## src/hdl/assert_macros.svh

```systemverilog
// Assertion macros for the RTL.
`ifndef ASSERT_MACROS_SVH
`define ASSERT_MACROS_SVH
`ifndef ASSERT_OFF
`define ASSERT_CLK(lbl, clk, rstn, prop, msg) \
    lbl: assert property (@(posedge clk) disable iff (!rstn) prop) else $error(msg);
`define ASSERT_CLK_NR(lbl, clk, prop, msg) \
    lbl: assert property (@(posedge clk) prop) else $error(msg);
`else
`define ASSERT_CLK(lbl, clk, rstn, prop, msg)
`define ASSERT_CLK_NR(lbl, clk, prop, msg)
`endif
`endif

```

## src/hdl/pts_ram.sv

```systemverilog
// Generic single-port-write, single-read RAM with registered read.
module pts_ram #(
    parameter int WIDTH = 8,
    parameter int DEPTH = 16
) (
    input  logic                     aclk,
    input  logic                     we,
    input  logic [$clog2(DEPTH)-1:0] waddr,
    input  logic [WIDTH-1:0]         wdata,
    input  logic [$clog2(DEPTH)-1:0] raddr,
    output logic [WIDTH-1:0]         rdata
);
    logic [WIDTH-1:0] mem [DEPTH];

    always_ff @(posedge aclk) begin
        if (we) begin
            mem[waddr] <= wdata;
        end
        rdata <= mem[raddr];
    end
endmodule

```

## config.mk

```make
export PLATFORM = sky130hd
export DESIGN_NAME = pts_ram
export DESIGN_NICKNAME = d
export VERILOG_FILES = /design/src/hdl/assert_macros.svh /design/src/hdl/pts_ram.sv
export SDC_FILE = /design/constraint.sdc
export NUM_CORES = 1
export LEC_CHECK = 0
export BUFFER_PORTS_ARGS = -buffer_cell sky130_fd_sc_hd__buf_2
export CORE_MARGIN = 8
export CORE_UTILIZATION = 60
export CTS_CLUSTER_SIZE = 16
export DETAILED_ROUTE_END_ITERATION = 16
export PLACE_DENSITY = 0.84
export SKIP_LAST_GASP = 1
export SLEW_MARGIN = 20
export SYNTH_ARGS = -nofsm -noshare
export SYNTH_HDL_FRONTEND = slang
export SYNTH_SLANG_ARGS = --single-unit
```

## constraint.sdc

```tcl
create_clock -name aclk -period 1.95 [get_ports aclk]
set_input_delay 0.0975 -clock aclk [delete_from_list [all_inputs] [get_ports aclk]]
set_output_delay 0.0975 -clock aclk [all_outputs]
set_load 0.05 [all_outputs]
```

Word-level counts from Yosys, hierarchy flattened

Memory sizes are Yosys's and may differ from the RTL's. A register that Yosys moved wholly into a read port is not among the register bits.
Index checks and enable logic that the tools add are counted.
Widths: inputs -> output; s select.

Latch bits: 0
Output and inout bits: 8
Register bits: 0
Logic and storage cells: 3
Memories: 1
Input port bits: 18
Memory bits (writable): 128
ROM bits: 0

Memories:

| memory | depth | bits a word | rd ports | clocked after memory_dff | write ports | RTL line      | RTL |
|---|---|---|---|---|---|---|---|
| mem    | 16    | 8           | 1        | 1                        | 1           | pts_ram.sv:13 | `logic [WIDTH-1:0] mem [DEPTH];` |

Shift operators: 0
Multiply operators: 0
Divide/modulo/power cells: 0
Multiplexer cells: 2
Reduce and logical (&&, ||, !) cells: 0
Magnitude comparators: 0
Bitwise logic cells: 0
Add/sub/neg operators: 0
Equal/unequal tests: 0

Operators with widths:

| kind   | count |
|---|---|
| $mux 1 | 2 |

Longest topological paths before layout

Gate-level depths: netlist of run 1.

Depth in word-level cells: 2
Depth in mapped cells: 5

Worst setup path before layout of run 1

Ideal clock, no wire load.

Path type: input -> register
From: input port waddr[2]
To: memory mem[0][0] (enable)
Data required time: 1.567 ns
Buffers on the path: 0
Arrival: 1.207 ns
Cell stages on the path: 2
Slack: 0.360 ns
Path through: or3b_2 nor3_1

RTL lines:

| element         | RTL line      | RTL |
|---|---|---|
| start, declared | pts_ram.sv:8  | `input logic [$clog2(DEPTH)-1:0] waddr,` |
| end, declared   | pts_ram.sv:13 |  |

No word-level cell before the write port.

==> impl_metrics.ini, run 1 <==
[die]
die_y_um = 109
start_util = 0.623
die-area_um2 = 11800
core_region_area_um2 = 8260
rows = 33
io_pins = 26
die_w_um = 109

[setup_path]
max_stage_delay_ps = 580
arrival_ps = 1850
path_cells = mux4_1 -> a22oi_1 -> nand2_1
cp.required_ps = 2340
cp-start-kind = flip-flop
cp_max_fo = 1
crit_path_start = mem[2][2]
slowest_stage = mux4_1
critPathKind = flip-flop to flip-flop
reg2reg_from = mem[2][2]
path_delay_family = multiplexers
worst-path-buf-inv = 0
end_kind = flip-flop

[routing]
initialDrtViolationCount = 210
drt-total-wl_mm = 11.1
wl_per_cell_um = 27.1
drcViolationCount = 0
vias_per_cell = 6.46
dr.pass1.iters = 4
postRouteAntennaNets = 0
vias = 2648

[placed_design]
portBuffers = 25
hpwl_mm = 6.37
placed_area_um2 = 5490
place.gp.congestion = 0.748
place_ws_ps = 391

[global_route]
grt_pass1_wl_mm = 16.6
grt_max_degree = 19
antenna_found_initial = 0
grt_overflow_total = 0
grt_pass1_vias = 2756
track_usage = 0.203

[clocking]
cts.sinks = 136
clock_latency_ps = 510
ctsResizeCount = 0
cts_htree_levels = 4
holdBufCountCts = 7
clock_path_buffers = 2
cts-root-buf = clkbuf_8
cts_buffers = 17
clk_pin_slew_ps = 60
cts_setup_buffers = 0
cts_tree = yes

[status]
status = finished clean

[yosys]
ys.warnings.count = 0
synth_area_um2 = 5150
syn_nets = 247
synthCells = 229
avgSynthCellArea_um2 = 22.5
synth-seq-area-share = 0.778
ys_types = 19
synth_seq_cells = 136

[timing]
tightest_slew_ps = 754
fmax_mhz = 682
hold_viol = 0
fin_tns_setup_ps = 0
finalCritPeriodShare = 0.752
slew_headroom = 0.497
worst_slack_ps = 484
whs_ps = 144
setup-violations-final = 0
fin_crit_ps = 1470
skew_ps = 8.39
rsz0062_at_grt = no
slew_violations = 0

[layout]
nNetsFinal = 310
fin_area_um2 = 6190
area_growth_pct = 20.3
n_antenna_cell = 0
layout-drive-gt1-share = 0.305

[pwr]
ir_drop_uv = 676
comb_power_share = 0.055
p_leak_nw = 2.13
share_seq_of_total_power = 0.469
swShare = 0.203
p_sw_mw = 1.43
p_per_area_nw_per_um2 = 1140
clkPwrFrac = 0.476
internal_power_mw = 5.60
power_mw = 7.03

[run]
max_cap_violations = 0

[worst_hold_path]
hold_path_startpoint = waddr[1]
hp-class = primary input to flip-flop
-- flip-flops by register name (all words and copies together) (netlist names) --
register,flops
mem,128
rdata,8
-- layout by cell type, fill, tap and decap left out --
cell type,n
edfxtp_1,128
buf_2,25
buf_4,20
mux4_2,18
a22oi_1,16
clkbuf_16,16
mux4_1,14
nor2_1,13
nand2_1,9
dlygate4sd3_1,8
dfxtp_1,8
bufinv_16,5
nor3_1,4
clkinvlp_4,4
clkinv_1,3
nand3b_1,2
nand2b_1,2
nor2b_1,1
and2_1,1
and2b_1,1
nand3_1,1
or3b_2,1
clkbuf_8,1
clkinv_4,1
clkinv_2,1
clkbuf_1,1
buf_12,1
-- worst paths after layout --
| kind | end | slack, ps | cells past startpoint |
|---|---|---|---|
| worst max-delay path | rdata[2] | 480 | 3 |
| worst max register to register | rdata[2] | 480 | 3 |
| worst min-delay path | mem[4][0] | 140 | 3 |
| worst min register to register | rdata[4] | 680 | 3 |
-- power groups by stage --
stage	registers [mW]	logic (mW)	clock network, mW
finish	3.29	0.388	3.35
global route	3.30	0.410	3.51
CTS	3.29	0.387	3.38
detailed placement	3.35	0.370	0
global placement	3.34	0.362	0
floorplan	3.41	0.166	0
-- per-layer routing --
layer  track usage  routed length (um)  share of wire
met3        0.0643                 846          0.076
met4        0.0802                 224          0.020
met5             0                   0              0
met2         0.318                5690           0.51
met1         0.261                4370           0.39
-- stage by stage --
step	util	cells
final	0.750	410
after global routing	0.750	410
after CTS	0.748	409
after detailed placement	0.665	370
after global placement	0.665	370
after floorplan	-	229
-- synthesized netlist by cell type (all sizes together) --
| library cell | instances | share of area |
|---|---|---|
| a22oi | 16 | 0.023 |
| and2 | 1 | 0.0012 |
| and2b | 1 | 0.0015 |
| buf | 7 | 0.011 |
| clkdlybuf4s25 | 3 | 0.0058 |
| dfxtp | 8 | 0.031 |
| edfxtp | 128 | 0.75 |
| mux4 | 32 | 0.15 |
| nand2 | 9 | 0.0066 |
| nand2b | 2 | 0.0024 |
| nand3 | 1 | 0.00097 |
| nand3b | 2 | 0.0029 |
| nor2 | 13 | 0.0095 |
| nor2b | 1 | 0.0012 |
| nor3 | 4 | 0.0039 |
| or3b | 1 | 0.0017 |
-- tightest hold or removal path, cell delays in order --
cell,delay [ps]
buf_2,140
nor3_1,70
buf_4,180
-- layout make-up --
type	count	area, um^2
flip-flops and latches	136	4000
repair buffers	54	375
fillers	438	2070
well taps	105	131
clock inverters	14	205
clock buffers	18	418
multi-input cells	83	1060
-- cell families (layout without fill, tap and decap cells) --
logic type             after synthesis  after routing  synth area share
AND/OR/NAND/NOR                     35             35            0.0318
buffers and inverters               10             86            0.0168
flip-flops                         136            136             0.778
AO/OA/AOI/OAI                       16             16            0.0233
multiplexers                        32             32             0.150
Power figures use the tool's default switching activity.
==> inputs of run 2 (changes only) <==
Settings changed: ABC_AREA set to 1, CORE_UTILIZATION 60 to 61, PLACE_DENSITY 0.84 to 0.85.
Clock period 1.95 ns to 1.49 ns, I/O delays scaled along.
==> run 2 against run 1 <==
Against the previous run:
- first-iteration DRC count is 86% higher
- die area increased by 8.7%
- area after synthesis up 12%
- global-route usage increased by 1.9 points
- largest power group unchanged
- highest routed layer unchanged
==> impl_metrics.ini, run 2 <==
[status]
status = finished clean

[worst_hold_path]
hold_path_startpoint = wdata[6]
hp-class = primary input to flip-flop

[layout]
layout.cells.non_filler = 726
nNetsFinal = 620
layout_common_cells = 173 x nand2_1, 128 x edfxtp_1, 100 x inv_1, 97 x nand3_1, 25 x buf_2
largestRegisters = mem (128), rdata (8)
layout_commonest_cell = nand2_1
largest_register_ff_count = 128
n_antenna_cell = 0
top_register = mem
area_growth_pct = 17.7
layout-drive-gt1-share = 0.128

[routing]
drt-total-wl_mm = 13.0
wl_per_cell_um = 17.9
vias_per_cell = 5.56
initialDrtViolationCount = 390
postRouteAntennaNets = 0
drcViolationCount = 0
vias = 4039
dr.pass1.iters = 6

[yosys]
async_flop_share = 0
synth_area_um2 = 5770
synth.top_cells.by_count = 173 x nand2_1, 128 x edfxtp_1, 100 x inv_1
yosys-top-cells-area = edfxtp_1 67%, nand2_1 11%, nand3_1 8.4%, inv_1 6.5%, dfxtp_1 2.8%
synthCells = 551
ys.warnings.count = 0
synth-seq-area-share = 0.694
ys.flop_type = edfxtp_1
synth_top_area_frac = 0.667
ys_types = 12
synth_edf_count = 128
avgSynthCellArea_um2 = 10.5
synth_seq_cells = 136
syn_nets = 569
yosysMostFrequentCell = nand2_1
synth_top_area_cell = edfxtp_1

[die]
die-area_um2 = 12800
die_w_um = 113
rows = 35
start_util = 0.627
io_pins = 26
core_region_area_um2 = 9200
die_y_um = 113

[timing]
whs_ps = 6.11
slew_violations = 0
tightest_slew_ps = 601
fin_tns_setup_ps = 0
worst_slack_ps = 280
rsz0062_at_grt = no
skew_ps = 6.33
slew_headroom = 0.599
hold_viol = 0
fin_crit_ps = 1210
fmax_mhz = 826
setup-violations-final = 0
finalCritPeriodShare = 0.812

[setup_path]
slowest_stage = dfxtp_1
cp.required_ps = 1420
cp-start-kind = flip-flop
end_kind = output pin
critPathKind = flip-flop to output pin
crit_path_start = rdata[0]
path_cells = buf_2
path_delay_family = flip-flops
max_stage_delay_ps = 350
arrival_ps = 1140
worst-path-buf-inv = 1
cp_max_fo = 1
reg2reg_from = mem[9][4]

[global_route]
antenna_found_initial = 0
grt_pass1_wl_mm = 21.3
grt_max_degree = 33
track_usage = 0.222
grt_overflow_total = 0
grt_pass1_vias = 4178

[clocking]
cts_buffers = 17
cts-root-buf = clkbuf_8
clk_pin_slew_ps = 60
cts.sinks = 136
clock_latency_ps = 520
cts_tree = yes
clock_path_buffers = 2
ctsResizeCount = 0
cts_htree_levels = 4

[placed_design]
dp.cells = 685
place_ws_ps = 259
place.gp.congestion = 0.844
portBuffers = 25
hpwl_mm = 7.97

[run]
max_cap_violations = 0

[pwr]
p_per_area_nw_per_um2 = 1390
p_leak_nw = 2.99
ir_drop_uv = 866
-- run 2: cells by family after synthesis --
| family | Yosys count | share of synthesized area |
|---|---|---|
| simple gates | 289 | 0.210 |
| flops | 136 | 0.694 |
| buf+inv | 126 | 0.0952 |
-- run 2: cell type report --
type,count,area [um^2]
Clock buffer,21,449
Clock inverter,11,194
Fill cell,555,2410
Inverter,102,383
Multi-Input combinational cell,289,1210
Sequential cell,136,4000
Tap cell,111,139
Timing Repair Buffer,56,405
-- run 2: final timing paths --
check / slack, ps / cells after the start / end
max: 280 / 1 / rdata[0]
min reg2reg: 680 / 6 / rdata[0]
max reg2reg: 430 / 6 / rdata[4]
min: 6 / 1 / mem[12][6]
-- run 2: what timing repair did --
action,4_1_cts,5_1_grt
setup buffers,0,0
hold endpoints to repair,120,0
hold buffers,9,0
-- run 2: power breakdown --
group | switching, mW | total (mW) | internal [mW]
Sequential | 0.0266 | 4.30 | 4.28
Combinational | 0.456 | 0.629 | 0.173
Clock | 1.51 | 4.49 | 2.98
Total | 2.00 | 9.43 | 7.43
-- run 2: through the flow --
stage / power (mW) / utilization / cell area (um^2)
global route: 9.68 / 0.738 / 6790
CTS: 9.45 / 0.738 / 6790
finish: 9.43 / 0.738 / 6790
global placement: 4.96 / 0.658 / 6050
detailed placement: 4.98 / 0.658 / 6050
floorplan: 4.77 / - / 5770
-- run 2: metal layers --
metal / up-vias / GRT usage / part of all wire
met5: - / 0 / 0
met4: 0 / 0.134 / 0.036
met3: 37 / 0.0623 / 0.091
met2: 251 / 0.346 / 0.49
met1: 1877 / 0.271 / 0.38
li1: 1874 / - / -
